--- src/rtl/header_length_frame_deframer_unit_macros.svh ---
`ifndef HEADER_LENGTH_FRAME_DEFRAMER_UNIT_MACROS_SVH
`define HEADER_LENGTH_FRAME_DEFRAMER_UNIT_MACROS_SVH

// same-cycle implication
`define HLFD_ASSERT_NOW(label, clk, rst_n, ante, cons) \
  label: assert property (@(posedge clk) disable iff (!(rst_n)) (ante) |-> (cons)) \
    else $error("hlfd check failed");

// next-cycle implication
`define HLFD_ASSERT_NEXT(label, clk, rst_n, ante, cons) \
  label: assert property (@(posedge clk) disable iff (!(rst_n)) (ante) |=> (cons)) \
    else $error("hlfd check failed");

`endif

--- src/rtl/hlfd_pkg.sv ---
package hlfd_pkg;

  localparam int BYTE_W = 8;
  localparam int POS_W  = 6;

  localparam logic [BYTE_W-1:0] HDR_FIRST  = 8'hFF;
  localparam logic [BYTE_W-1:0] HDR_SECOND = 8'h55;
  localparam logic [POS_W-1:0]  LEN_POS    = 6'd2;
  localparam logic [POS_W-1:0]  CLOSE_POS  = 6'd3;

  typedef struct packed {
    logic              en;
    logic [POS_W-1:0]  addr;
    logic [BYTE_W-1:0] data;
  } wr_t;

  typedef struct packed {
    logic             push;
    logic [POS_W-1:0] last_pos;
  } frame_desc_t;

endpackage

--- src/rtl/hlfd_front.sv ---
module hlfd_front #(
  parameter int MAX_POSITION = 51
) (
  input  logic                           clk_i,
  input  logic                           rst_ni,
  input  logic                           rx_valid_i,
  input  logic                           hold_i,
  input  logic [hlfd_pkg::BYTE_W-1:0]    rx_byte_i,
  output hlfd_pkg::wr_t                  wr_o,
  output hlfd_pkg::frame_desc_t          desc_o
);

  logic [hlfd_pkg::BYTE_W-1:0] prev_q, prev_d;
  logic [hlfd_pkg::POS_W-1:0]  position_q, position_d;
  logic                        in_frame_q, in_frame_d;
  logic [hlfd_pkg::BYTE_W-1:0] remaining_q, remaining_d;
  logic [hlfd_pkg::POS_W:0]    pos_n;
  logic                        accept;

  assign accept = rx_valid_i && !hold_i;

  always_comb begin
    prev_d      = prev_q;
    position_d  = position_q;
    in_frame_d  = in_frame_q;
    remaining_d = remaining_q;
    wr_o        = '0;
    desc_o      = '0;
    pos_n       = {1'b0, position_q};
    if (accept) begin
      if (rx_byte_i == hlfd_pkg::HDR_SECOND && !in_frame_q) begin
        if (prev_q == hlfd_pkg::HDR_FIRST) begin
          pos_n      = (hlfd_pkg::POS_W+1)'(1);
          in_frame_d = 1'b1;
        end
      end else begin
        prev_d = rx_byte_i;
        if (in_frame_q) begin
          if (position_q == hlfd_pkg::LEN_POS) begin
            remaining_d = rx_byte_i;
          end else if (position_q > hlfd_pkg::LEN_POS) begin
            remaining_d = remaining_q - 8'd1;
          end
          wr_o.en   = 1'b1;
          wr_o.addr = position_q;
          wr_o.data = rx_byte_i;
        end
      end
      pos_n = pos_n + (hlfd_pkg::POS_W+1)'(1);
      if (pos_n > (hlfd_pkg::POS_W+1)'(MAX_POSITION)) begin
        pos_n      = '0;
        in_frame_d = 1'b0;
      end
      if (in_frame_d && remaining_d == '0 && pos_n > {1'b0, hlfd_pkg::CLOSE_POS}) begin
        in_frame_d      = 1'b0;
        desc_o.push     = 1'b1;
        desc_o.last_pos = pos_n[hlfd_pkg::POS_W-1:0] - 6'd1;
        pos_n           = '0;
      end
      position_d = pos_n[hlfd_pkg::POS_W-1:0];
    end
  end

  always_ff @(posedge clk_i or negedge rst_ni) begin
    if (!rst_ni) begin
      prev_q      <= '0;
      position_q  <= '0;
      in_frame_q  <= 1'b0;
      remaining_q <= '0;
    end else begin
      prev_q      <= prev_d;
      position_q  <= position_d;
      in_frame_q  <= in_frame_d;
      remaining_q <= remaining_d;
    end
  end

endmodule

--- src/rtl/hlfd_queue.sv ---
module hlfd_queue (
  input  logic                         clk_i,
  input  logic                         rst_ni,
  input  logic                         push_i,
  input  logic [hlfd_pkg::POS_W-1:0]   data_i,
  input  logic                         pop_i,
  output logic                         valid_o,
  output logic [hlfd_pkg::POS_W-1:0]   data_o
);

  logic [hlfd_pkg::POS_W-1:0] entry_q [2];
  logic                       wptr_q, wptr_d;
  logic                       rptr_q, rptr_d;
  logic [1:0]                 count_q, count_d;
  logic                       do_push;
  logic                       do_pop;

  assign valid_o = count_q != 2'd0;
  assign data_o  = entry_q[rptr_q];
  assign do_push = push_i && count_q != 2'd2;
  assign do_pop  = pop_i && valid_o;

  always_comb begin
    wptr_d  = do_push ? ~wptr_q : wptr_q;
    rptr_d  = do_pop ? ~rptr_q : rptr_q;
    count_d = count_q;
    if (do_push && !do_pop) begin
      count_d = count_q + 2'd1;
    end else if (do_pop && !do_push) begin
      count_d = count_q - 2'd1;
    end
  end

  always_ff @(posedge clk_i) begin
    if (do_push) begin
      entry_q[wptr_q] <= data_i;
    end
  end

  always_ff @(posedge clk_i or negedge rst_ni) begin
    if (!rst_ni) begin
      wptr_q  <= 1'b0;
      rptr_q  <= 1'b0;
      count_q <= '0;
    end else begin
      wptr_q  <= wptr_d;
      rptr_q  <= rptr_d;
      count_q <= count_d;
    end
  end

endmodule

--- src/rtl/hlfd_back.sv ---
module hlfd_back #(
  parameter int MAX_POSITION = 51
) (
  input  logic                         clk_i,
  input  logic                         rst_ni,
  input  hlfd_pkg::wr_t                wr_i,
  input  logic                         q_valid_i,
  input  logic [hlfd_pkg::POS_W-1:0]   q_last_pos_i,
  output logic                         q_pop_o,
  output logic                         busy_o,
  output logic                         frame_valid_o,
  input  logic                         frame_stall_i,
  output logic [hlfd_pkg::BYTE_W-1:0]  frame_byte_o,
  output logic [hlfd_pkg::POS_W-1:0]   frame_position_o,
  output logic                         last_o
);

  localparam int Depth = MAX_POSITION + 1;
  localparam int AW    = $clog2(Depth);

  logic [hlfd_pkg::BYTE_W-1:0] store_q [Depth];
  logic [hlfd_pkg::BYTE_W-1:0] rd_data_q;
  logic                        busy_q, busy_d;
  logic                        pend_q, pend_d;
  logic [hlfd_pkg::POS_W-1:0]  rd_ptr_q, rd_ptr_d;
  logic [hlfd_pkg::POS_W-1:0]  end_q, end_d;
  logic                        out_valid_q, out_valid_d;
  logic [hlfd_pkg::POS_W-1:0]  out_pos_q, out_pos_d;
  logic                        out_last_q, out_last_d;
  logic                        take;
  logic                        issue;

  assign take    = out_valid_q && !frame_stall_i;
  assign issue   = busy_q && !pend_q && (!out_valid_q || take);
  assign q_pop_o = q_valid_i && !busy_q;
  assign busy_o  = busy_q;

  assign frame_valid_o    = out_valid_q;
  assign frame_byte_o     = rd_data_q;
  assign frame_position_o = out_pos_q;
  assign last_o           = out_last_q;

  always_comb begin
    busy_d      = busy_q;
    rd_ptr_d    = rd_ptr_q;
    end_d       = end_q;
    pend_d      = issue;
    out_pos_d   = out_pos_q;
    out_last_d  = out_last_q;
    out_valid_d = out_valid_q;
    if (pend_q) begin
      out_valid_d = 1'b1;
    end else if (take) begin
      out_valid_d = 1'b0;
    end
    if (q_pop_o) begin
      busy_d   = 1'b1;
      rd_ptr_d = hlfd_pkg::LEN_POS;
      end_d    = q_last_pos_i;
    end else if (issue) begin
      out_pos_d  = rd_ptr_q;
      out_last_d = rd_ptr_q == end_q;
      rd_ptr_d   = rd_ptr_q + 6'd1;
      if (rd_ptr_q == end_q) begin
        busy_d = 1'b0;
      end
    end
  end

  always_ff @(posedge clk_i) begin
    if (wr_i.en) begin
      store_q[wr_i.addr[AW-1:0]] <= wr_i.data;
    end
  end

  always_ff @(posedge clk_i) begin
    if (issue) begin
      rd_data_q <= store_q[rd_ptr_q[AW-1:0]];
    end
  end

  always_ff @(posedge clk_i) begin
    rd_ptr_q   <= rd_ptr_d;
    end_q      <= end_d;
    out_pos_q  <= out_pos_d;
    out_last_q <= out_last_d;
  end

  always_ff @(posedge clk_i or negedge rst_ni) begin
    if (!rst_ni) begin
      busy_q      <= 1'b0;
      pend_q      <= 1'b0;
      out_valid_q <= 1'b0;
    end else begin
      busy_q      <= busy_d;
      pend_q      <= pend_d;
      out_valid_q <= out_valid_d;
    end
  end

endmodule

--- src/rtl/header_length_frame_deframer_unit.sv ---
// channel | direction | handshake                  | payload
// rx      | in        | rx_valid_i / rx_stall_o    | rx_byte_i
// frame   | out       | frame_valid_o / frame_stall_i | frame_byte_o, frame_position_o, last_o
// a byte is taken when rx_valid_i is high and rx_stall_o is low; a closing byte queues the frame for readout
// readout issues one store read at a time; each emitted item waits for its registered store read
// input stalls from frame close until the last item has been read from the store
// rst_ni clears framing state, queue and readout control; the store is not cleared
// a stalled output holds its item and the store read waits behind it

`include "header_length_frame_deframer_unit_macros.svh"

module header_length_frame_deframer_unit #(
  parameter int MAX_POSITION = 51
) (
  input  logic                         clk_i,
  input  logic                         rst_ni,
  input  logic                         rx_valid_i,
  output logic                         rx_stall_o,
  input  logic [hlfd_pkg::BYTE_W-1:0]  rx_byte_i,
  output logic                         frame_valid_o,
  input  logic                         frame_stall_i,
  output logic [hlfd_pkg::BYTE_W-1:0]  frame_byte_o,
  output logic [hlfd_pkg::POS_W-1:0]   frame_position_o,
  output logic                         last_o
);

  hlfd_pkg::wr_t              wr;
  hlfd_pkg::frame_desc_t      desc;
  logic                       q_valid;
  logic [hlfd_pkg::POS_W-1:0] q_last_pos;
  logic                       q_pop;
  logic                       bk_busy;

  assign rx_stall_o = q_valid || bk_busy;

  hlfd_front #(
    .MAX_POSITION(MAX_POSITION)
  ) u_front (
    .clk_i     (clk_i),
    .rst_ni    (rst_ni),
    .rx_valid_i(rx_valid_i),
    .hold_i    (rx_stall_o),
    .rx_byte_i (rx_byte_i),
    .wr_o      (wr),
    .desc_o    (desc)
  );

  hlfd_queue u_queue (
    .clk_i  (clk_i),
    .rst_ni (rst_ni),
    .push_i (desc.push),
    .data_i (desc.last_pos),
    .pop_i  (q_pop),
    .valid_o(q_valid),
    .data_o (q_last_pos)
  );

  hlfd_back #(
    .MAX_POSITION(MAX_POSITION)
  ) u_back (
    .clk_i           (clk_i),
    .rst_ni          (rst_ni),
    .wr_i            (wr),
    .q_valid_i       (q_valid),
    .q_last_pos_i    (q_last_pos),
    .q_pop_o         (q_pop),
    .busy_o          (bk_busy),
    .frame_valid_o   (frame_valid_o),
    .frame_stall_i   (frame_stall_i),
    .frame_byte_o    (frame_byte_o),
    .frame_position_o(frame_position_o),
    .last_o          (last_o)
  );

  `HLFD_ASSERT_NOW(a_no_write_during_readout, clk_i, rst_ni, wr.en, !bk_busy)
  `HLFD_ASSERT_NOW(a_single_pending_frame, clk_i, rst_ni, desc.push, !q_valid && !bk_busy)
  `HLFD_ASSERT_NEXT(a_gap_after_last, clk_i, rst_ni,
                    frame_valid_o && !frame_stall_i && last_o, !frame_valid_o)
  `HLFD_ASSERT_NOW(a_position_floor, clk_i, rst_ni, frame_valid_o,
                   frame_position_o >= hlfd_pkg::LEN_POS)

endmodule
--- config.mk ---
export PLATFORM = sky130hd
export DESIGN_NAME = header_length_frame_deframer_unit
export DESIGN_NICKNAME = d
export VERILOG_FILES = /design/src/rtl/hlfd_pkg.sv /design/src/rtl/hlfd_front.sv /design/src/rtl/hlfd_queue.sv /design/src/rtl/hlfd_back.sv /design/src/rtl/header_length_frame_deframer_unit.sv
export VERILOG_INCLUDE_DIRS = /design/src /design/src/rtl
export SDC_FILE = /design/constraint.sdc
export NUM_CORES = 1
export LEC_CHECK = 0
export BUFFER_PORTS_ARGS = -buffer_cell sky130_fd_sc_hd__buf_2
export CORE_ASPECT_RATIO = 0.6
export CORE_MARGIN = 2
export CORE_UTILIZATION = 39
export DETAILED_ROUTE_END_ITERATION = 7
export PLACE_DENSITY_LB_ADDON = 0.08
export SLEW_MARGIN = 20
export SYNTH_ARGS = -nofsm -noshare
export SYNTH_HDL_FRONTEND = slang
export SYNTH_SLANG_ARGS = --single-unit
--- constraint.sdc ---
create_clock -name clk_i -period 5.91 [get_ports clk_i]
set_input_delay 0.591 -clock clk_i [delete_from_list [all_inputs] [get_ports clk_i]]
set_output_delay 0.591 -clock clk_i [all_outputs]
set_load 0.02 [all_outputs]
# After elaboration in Yosys (flattened, before gate mapping)
# Memories as Yosys holds them, arrays and structs flattened. A register that Yosys moved wholly into a read port is not among the register bits.
# Cells that the tools add are included.
# classes
addsub	6
magnitude_cmp	3
eq_ne	5
n_mux	32
bitwise_logic	4
n_reduce_logical	31
# ops
operator	n
15-bit 2-to-1 mux	3
7-bit 2-to-1 mux	6
8-bit 2-to-1 mux	5
1-bit 2-to-1 mux	14
1-bit logical AND	12
6-bit 2-to-1 mux	2
2-bit nonzero test	5
8-bit by 7-bit == test with 1-bit output, second input constant	1
8-bit == test, second input constant	1
1-bit logical NOT	8
8-bit logical NOT	1
8-bit by 1-bit subtractor with 8-bit output, second input constant	1
7-bit by 1-bit adder with 7-bit output, second input constant	1
7-bit by 2-bit greater-than comparator with 1-bit output, second input constant	1
7-bit by 6-bit greater-than comparator with 1-bit output, second input constant	1
6-bit by 1-bit adder with 6-bit output, second input constant	1
6-bit by 2-bit == test with 1-bit output, second input constant	1
6-bit == test	1
6-bit by 2-bit greater-than comparator with 1-bit output, second input constant	1
2-bit AND reduction	3
6-bit by 1-bit subtractor with 6-bit output, second input constant	1
2-bit 2-to-1 mux	2
1-bit NOT	4
2-bit by 1-bit adder with 2-bit output, second input constant	1
other kinds (3)	4
# word_totals
ff_bits	43
ramBits	428
inputBits	12
out_inout_bits	17
mem_count	2
# memory_table
memory	depth	width	rd	rd_clocked_by_memory_dff	write_ports	line	rtl
u_back.store_q	52	8	1	1	1	hlfd_back.sv:21	logic [hlfd_pkg::BYTE_W-1:0] store_q [Depth];
u_queue.entry_q	2	6	1	1	1	hlfd_queue.sv:11	logic [hlfd_pkg::POS_W-1:0] entry_q [2];

# Logic depth before layout (Yosys ltp)
# Gate-level depths: netlist of run 1.
# depth
depth_word	18
depth_mapped	22
depth_no_buf	21

# Modules after synthesis
# Synthesis of run 1 repeated with hierarchy kept, for this count alone.
# unflattened
cells_unflattened	1126
hier_area_um2	20154.3
# by_module_without_submodules
mod	instances	cells_each	area_each_um2	seq_area_each_um2
hlfd_back	1	826	17382.9	13317.8
hlfd_front	1	261	2124.5	575.6
hlfd_queue	1	38	640.6	460.4
header_length_frame_deframer_unit	1	1	6.3	0.0

# Worst setup path before layout of run 1
# Ideal clock, no wire load.
# synth_timing
kind	input -> register
startpoint	in rx_byte_i[5] (netlist bit)
endpoint	mem u_queue.entry_q[0][0] (netlist bit), enable pin
arrival_time_ns	4.562
required_ns	5.560
path_slack_ns	0.998
stages	17
path_buffers	1
path_cell_list	nand4bb_1 > or4_4 > or3_4 > and2_1 > ha_1 > clkbuf_1 > nor3b_1 > a22oi_1 > and3_1 > o22a_1 > nor2_1 > nor2_1 > ha_1 > a311o_1 > a21boi_4 > nand2_4 > nor2_1
# synth_via
elab_chain_len	15
word_cells_on_any_way	24
classes_between	add/sub (1); order compare (2); eq/ne (1); mux (15); reduce/logical (5)
# synth_rtl
element	line	rtl
from (decl)	header_length_frame_deframer_unit.sv:19	input logic [hlfd_pkg::BYTE_W-1:0] rx_byte_i,
8-bit by 7-bit == test with 1-bit output	hlfd_front.sv:31	if (rx_byte_i == hlfd_pkg::HDR_SECOND && !in_frame_q) begin
1-bit logical AND	hlfd_front.sv:31	
7-bit 2-to-1 mux	hlfd_front.sv:31	
7-bit 2-to-1 mux	hlfd_front.sv:30	if (accept) begin
7-bit by 1-bit adder with 7-bit output	hlfd_front.sv:49	pos_n = pos_n + (hlfd_pkg::POS_W+1)'(1);
7-bit by 6-bit greater-than comparator with 1-bit output	hlfd_front.sv:50	if (pos_n > (hlfd_pkg::POS_W+1)'(MAX_POSITION)) begin
7-bit 2-to-1 mux / 1-bit 2-to-1 mux (equally long branches)	hlfd_front.sv:50	
7-bit 2-to-1 mux / 1-bit 2-to-1 mux (equally long branches)	hlfd_front.sv:30	
7-bit by 2-bit greater-than comparator with 1-bit output / 1-bit logical AND (equally long branches)	hlfd_front.sv:54	if (in_frame_d && remaining_d == '0 && pos_n > {1'b0, hlfd_pkg::CLOSE_POS}) begin
1-bit logical AND *	hlfd_front.sv:54	
7-bit 2-to-1 mux *	hlfd_front.sv:54	
7-bit 2-to-1 mux *	hlfd_front.sv:30	
1-bit logical AND *	hlfd_queue.sv:20	assign do_push = push_i && count_q != 2'd2;
1-bit 2-to-1 mux *	hlfd_queue.sv:35	if (do_push) begin
1-bit 2-to-1 mux (not written as such) *	hlfd_queue.sv:36	entry_q[wptr_q] <= data_i;
to (decl)	hlfd_queue.sv:11	
# Mark *: on every way between the ends. The rest lies on a longest branch, timed or not. The select of a mux whose other input is x is not followed.

# Worst setup path in the final report of run 1
# layout_timing
startpoint	reg u_front.in_frame_q
endpoint	mem u_queue.entry_q[0][0] (netlist bit), enable pin
# layout_via
elab_chain_len	15
word_cells_on_any_way	24
classes_between	add/sub (1); order compare (2); mux (15); reduce/logical (6)
# layout_rtl
element	line	rtl
from (decl)	hlfd_front.sv:15	logic in_frame_q, in_frame_d;
from (signal assigned)	hlfd_front.sv:73	in_frame_q <= in_frame_d;
1-bit logical NOT	hlfd_front.sv:31	
1-bit logical AND	hlfd_front.sv:31	
7-bit 2-to-1 mux	hlfd_front.sv:31	
7-bit 2-to-1 mux	hlfd_front.sv:30	
7-bit by 1-bit adder with 7-bit output	hlfd_front.sv:49	
7-bit by 6-bit greater-than comparator with 1-bit output	hlfd_front.sv:50	
7-bit 2-to-1 mux / 1-bit 2-to-1 mux (equally long branches)	hlfd_front.sv:50	
7-bit 2-to-1 mux / 1-bit 2-to-1 mux (equally long branches)	hlfd_front.sv:30	
7-bit by 2-bit greater-than comparator with 1-bit output / 1-bit logical AND (equally long branches)	hlfd_front.sv:54	
1-bit logical AND *	hlfd_front.sv:54	
7-bit 2-to-1 mux *	hlfd_front.sv:54	
7-bit 2-to-1 mux *	hlfd_front.sv:30	
1-bit logical AND *	hlfd_queue.sv:20	
1-bit 2-to-1 mux *	hlfd_queue.sv:35	
1-bit 2-to-1 mux (not written as such) *	hlfd_queue.sv:36	
# Marked as above.

==> out/results.tsv, run 1 <==
metric	value	unit
status	finished clean	
Avg Cell Area, Syn	19.15	sq um
flops & latches, synth	485	
Layout Skew	0.01985	ns
latest clock arrival within the worst-skew pair	0.58	ns
max-cap violation count	0	
Crit Path Class	reg -> reg	
sw frac	25.29	%
die width	294.3	um
RePlAce Congestion	0.8091	
pin count of the biggest net entering global routing	53	
Num Clock Sinks	485	
Area Overhead vs Synth	12.15	%
Worst R2R End	u_queue.entry_q[0][0]	
simple-gate area share of the yosys netlist	5.017	%
via/cell ratio	5.645	
most instantiated library cell after synthesis	edfxtp_1	
mapped cell area	0.01973	sq mm
first-pass GRT wire length	71070	um
P_int	5.944	mW
worst path arrival time	5.26	ns
Worst Path Max Fanout	12	
root buffer cell	clkbuf_16	
Placeable Area	0.04966	sq mm
RSZ-0062 raised after global routing	no	
number of iterations in the first detailed-routing pass	4	
Post-synth EDFFs	449	
Seq pwr share	50.6	%
share of layout cells above drive strength 1	25.43	%
cell taking the most area after synthesis	edfxtp_1	
Reg area	0.01436	sq mm
Synth Area in XOR/XNOR	0.9768	%
sequential-to-total area share from yosys stat	72.76	%
hold buffer count at CTS	0	
Cells after Synth	1030	
Synth area leaders	edfxtp_1 (68%), mux4_2 (16%), dfrtp_1 (3.8%)	
top-level port count	29	
multiplexer share of the synthesized area	16.26	%
Crit. End Element	flip-flop	
number of library cell types mapped by synthesis	71	
relative slew slack	26.94	%
area occupied by multi-input gates	0.005110	sq mm
CP max stage cell	or4_4	
post-DP HPWL	29940	um
Peak VDD IR	0.2000	mV
CTS clk-pin slew, worst paths	0.06	ns
port bufs	28	
share of Yosys cell area claimed by the top area cell type	68.35	%
RR Startpoint	u_front.in_frame_q	
min Tclk post-route	5.057	ns
final clock period utilization by the worst path	85.56	%
H-tree levels	2	
GR Overflow Total	0	
CTS Buf Count	46	
combinational fraction of design power	11.8	%
Psw	2.012	mW
Setup TNS Final	0	ns
fin. max-slew vios	0	
fin nets	1082	
Post-synth ARST share	6.186	%
Req. time, crit path	6.12	ns
CP dominant cell by count	nor2_1	
initial core utilization	39.72	%
Final Hold Fails	0	
CTS max path bufs	3	
CTS resizes	0	
wire per inst	27.62	um
critical path launch point type	flip-flop	
leakage	5.849	nW
global-route usage over all layers	18.97	%
1st-iter DRT viols	1020	
vias in the first global route	9611	
Reg2Reg Depth	15	
ant diodes	0	
Post-CTS Setup Bufs	0	
Final Util	44.55	%
max incr delay on CP	0.54	ns
FP Rows	63	
die area	0.05246	sq mm
sequence of cells on the critical path	or4_4 -> or3_4 -> and2_1 -> ha_1 -> nor3b_1 -> a22oi_1 -> and3_1 -> o22a_1 -> nor2_1 -> nor2_1 -> ha_1 -> a311o_1 -> a21boi_4 -> nand2_4 -> nor2_1	
Tightest Pin Transition	1.092	ns
ANT nets after route	0	
clock power share	37.6	%
Layout fillers	4234	
Synth Warn #	0	
die height	178.2	um
# DRC	0	
Hold WC Path Type	in -> async	
antenna violations before repair	3	
vias	9861	
top_reg_cell synth	edfxtp_1	
power after layout	7.956	mW
final setup violating endpoints	0	
most instantiated cells after synthesis	edfxtp_1 (449), mux4_2 (136), nor2_1 (95)	
Achievable Freq	197.8	MHz
Compound-Gate Fraction of Synth Area	3.045	%
Pwr Density	359.6	mW/mm^2
CTS tree	done	
FF-to-FF setup slack	0.85	ns
syn nets	1049	
Post-Route WL	48250	um
Post-Synth Adder-Cell Area	0.4440	%
largest family of logic cells by synthesized area	multiplexers	
[power by group through the flow]
stage	registers, mW	clock network, mW	logic, mW
after floorplan	3.91	0	0.847
after global placement	4.11	0	0.975
after detailed placement	4.11	0	0.966
after CTS	4.04	3.06	0.967
after global routing	4.06	3.19	1.01
final	4.03	2.99	0.935
[cells in the final DEF (no fill, tap or decap), types with 6 or more instances in the layout]
cell	n
edfxtp_1	449
mux4_2	136
nor2_1	95
clkbuf_16	47
dfrtp_1	30
buf_2	28
nand2_1	27
a21oi_1	26
inv_1	18
buf_4	16
o21ai_0	13
xnor2_1	13
clkbuf_1	12
mux2_2	11
nand4_1	9
nand3_1	9
nor3_1	9
xor2_1	9
clkinv_1	8
ha_1	7
and2_1	6
and3_4	6
a22o_1	6
[per-stage QoR]
| stage | setup slack, ns | instances | instance area, sq um | hold WS (ns) |
|---|---|---|---|---|
| 6_report | 0.8531 | 1747 | 22120 | 0.1134 |
| 5_1_grt | 0.4725 | 1747 | 22120 | 0.1651 |
| 4_1_cts | 0.8600 | 1747 | 22100 | 0.1149 |
| 3_5_place_dp | 0.3129 | 1665 | 20610 | 0.4406 |
| 3_3_place_gp | 0.3904 | 1665 | 20610 | 0.4279 |
| 2_1_floorplan | 0.9983 | 1030 | 19730 | 0.2954 |
[cells by family (layout without fill, tap and decap cells)]
logic type | Yosys count | in the layout
and+or+nand+nor | 202 | 202
adders and majority gates | 7 | 7
buffers and inverters | 78 | 145
muxes | 149 | 149
AOI/OAI and AO/OA | 87 | 87
DFF | 485 | 485
xor gates and xnor gates | 22 | 22
[state kept, by name (all words and copies together), names as in the netlist]
| register | flops |
|---|---|
| u_back.busy_o | 1 |
| u_back.end_q | 6 |
| u_back.frame_byte_o | 8 |
| u_back.frame_position_o | 6 |
| u_back.frame_valid_o | 1 |
| u_back.last_o | 1 |
| u_back.pend_q | 1 |
| u_back.rd_ptr_q | 6 |
| u_back.store_q | 416 |
| u_front.in_frame_q | 1 |
| u_front.position_q | 6 |
| u_front.prev_q | 8 |
| u_front.remaining_q | 8 |
| u_queue.count_q | 2 |
| u_queue.entry_q | 12 |
| u_queue.rptr_q | 1 |
| u_queue.wptr_q | 1 |
[worst max path at each step]
stage                     slack (ns)          startpoint               endpoint
after floorplan                  1.0        rx_byte_i[5]  u_queue.entry_q[0][0]
after global placement          0.39        rx_byte_i[5]  u_queue.entry_q[0][3]
after detailed placement        0.31        rx_byte_i[5]  u_queue.entry_q[0][3]
after CTS                       0.86  u_front.in_frame_q  u_queue.entry_q[0][0]
after global routing            0.47  u_front.in_frame_q  u_queue.entry_q[0][4]
final                           0.85  u_front.in_frame_q  u_queue.entry_q[0][0]
[worst max-delay path: cells and delay by family, from the launching register on]
kind	cells	cell delay, ns
flip-flops	1	0.40
adder cells (fa/ha/maj)	2	0.56
AND/OR/NAND/NOR	9	2.75
AO/OA/AOI/OAI	4	0.98
[area by class of cell]
| class | count | area share, % |
|---|---|---|
| clock buffer | 61 | 5.644 |
| clock inverter | 21 | 1.092 |
| inverter | 18 | 0.3054 |
| multi-input combinational | 467 | 23.10 |
| sequential | 485 | 64.92 |
| tap | 650 | 3.676 |
| timing repair buffer | 45 | 1.267 |
[per-layer routing]
| metal | vias up | routed length, um | track usage, % |
|---|---|---|---|
| li1 | 4256 | - | - |
| met5 | - | 0 | 0 |
| met3 | 51 | 2557 | 3.215 |
| met2 | 266 | 19580 | 25.06 |
| met4 | 0 | 612 | 3.359 |
| met1 | 5288 | 25500 | 32.32 |
(Power assumes the default switching activity.)
==> inputs of run 2 (changes only) <==
Settings changed: REMOVE_ABC_BUFFERS from default to 1.
==> run 2 against run 1 <==
  * Power fell by 0.93%
  * Count of clock-buffer cells in the layout up 2
  * Register-to-register slack about the same
  * Utilization is essentially flat
  * Cell count grew 0.11%
  * Routed wire length shrank 1.6%
  * First-iteration DRC count increased by 6.7%
  * Critical path depth rose by 2
  * Clock power down 2%
==> out/results.tsv, run 2 (synthesized netlist as in run 1, its figures left out) <==
metric	value	unit
status	finished clean	
fin nets	1082	
die area	0.05246	sq mm
FF-to-FF setup slack	0.84	ns
ant diodes	0	
relative slew slack	34.10	%
final cell count without fillers	1749	
commonest non-fill, non-tap cells in the layout	edfxtp_1 (449), mux4_2 (136), nor2_1 (95), clkbuf_16 (49), dfrtp_1 (30)	
sequence of cells on the critical path	buf_2 -> nand4bb_1 -> or4_4 -> or3_4 -> and2_1 -> ha_1 -> and2_1 -> a21oi_1 -> o21ai_0 -> o22a_1 -> nor2_1 -> nor2_1 -> ha_1 -> a311o_1 -> a21boi_4 -> nand2_4 -> nor2_1	
min Tclk post-route	5.077	ns
Post-Route WL	47460	um
Crit Path Class	in -> reg	
final clock period utilization by the worst path	85.90	%
max reg flops	416	
CTS clk-pin slew, worst paths	0.06	ns
RSZ-0062 raised after global routing	no	
global-route usage over all layers	18.61	%
Crit. End Element	flip-flop	
Pwr Density	356.5	mW/mm^2
worst path arrival time	5.27	ns
Finished Cell Area	0.02211	sq mm
first-pass GRT wire length	69120	um
post-DP HPWL	29640	um
hold buffer count at CTS	0	
1st-iter DRT viols	1088	
Peak VDD IR	0.2287	mV
wire per inst	27.14	um
Layout Skew	0.02181	ns
latest clock arrival within the worst-skew pair	0.57	ns
Final WS setup	0.8332	ns
Achievable Freq	197.0	MHz
Final Util	44.52	%
Post-CTS Setup Bufs	0	
vias in the first global route	9574	
# DRC	0	
die height	178.2	um
CTS Buf Count	47	
final setup violating endpoints	0	
FP Rows	63	
port bufs	28	
Area Overhead vs Synth	12.07	%
vias	9834	
RePlAce Congestion	0.8184	
GR Overflow Total	0	
max incr delay on CP	0.53	ns
die width	294.3	um
Tightest Pin Transition	0.9848	ns
CP max stage cell	or4_4	
via/cell ratio	5.623	
placed insts	1663	
top-level port count	29	
ANT nets after route	0	
fin. max-slew vios	0	
Worst Path Max Fanout	12	
root buffer cell	clkbuf_16	
Num Clock Sinks	485	
Req. time, crit path	6.10	ns
pre-CTS setup slack	0.2782	ns
antenna violations before repair	1	
CTS max path bufs	3	
critical path launch point type	input pin	
CTS resizes	0	
Placeable Area	0.04966	sq mm
CP dominant cell by count	nor2_1	
most common cell after layout, fill and taps aside	edfxtp_1	
number of iterations in the first detailed-routing pass	6	
share of layout cells above drive strength 1	25.20	%
CTS tree	done	
pin count of the biggest net entering global routing	53	
initial core utilization	39.72	%
Hold WC Path Type	in -> async	
leakage	5.839	nW
H-tree levels	2	
Final Hold Fails	0	
placed cell area	0.02060	sq mm
max-cap violation count	0	
run 2: worst max-delay path: cells and delay by family:
kind            cells  cell delay [ns]
fa+ha+maj           2             0.58
buf+inv             1             0.13
simple gates        9             2.75
compound gates      5             1.21
run 2: path summary, 6_finish.rpt:
check,from,endpoint,cells after the start
min in group clk_i,frame_stall_i,u_back.frame_valid_o,3
max reg2reg,u_front.in_frame_q,u_queue.entry_q[0][0],15
min,rst_ni,u_front.prev_q[7],1
max in group asynchronous,rst_ni,u_front.position_q[3],1
min reg2reg,u_back.pend_q,u_back.frame_valid_o,2
max,rx_byte_i[5],u_queue.entry_q[0][0],17
run 2: report_power, final:
group	switching [mW]	total (mW)	internal, mW
clock network	1.28	2.93	1.65
logic	0.489	0.935	0.446
registers	0.228	4.01	3.79
total	2.00	7.88	5.88
run 2: layer usage:
layer	track usage, %	wire [um]	vias to the layer above	share of wire, %
met4	3.444	651	0	1.4
li1	-	-	4253	-
met3	4.149	3364	51	7.1
met5	0	0	-	0
met1	30.80	24270	5228	51
met2	24.79	19180	302	40
run 2: cell type report:
type | instances | area [sq um]
repair buffers | 44 | 285.3
clock buffers | 63 | 1279
well taps | 650 | 813.3
fillers | 4279 | 27550
flip-flops and latches | 485 | 14360
clock inverters | 22 | 193.9
inverters | 18 | 67.56
multi-input cells | 467 | 5106
run 2: per-stage QoR:
| stage | setup TNS (ns) | power (mW) | hold WS (ns) |
|---|---|---|---|
| after floorplan | -3.053 | 4.772 | 0.2954 |
| after CTS | 0 | 7.996 | 0.1096 |
| after detailed placement | 0 | 5.057 | 0.4435 |
| final | 0 | 7.882 | 0.1008 |
| after global routing | 0 | 8.198 | 0.1471 |
| after global placement | 0 | 5.057 | 0.4353 |
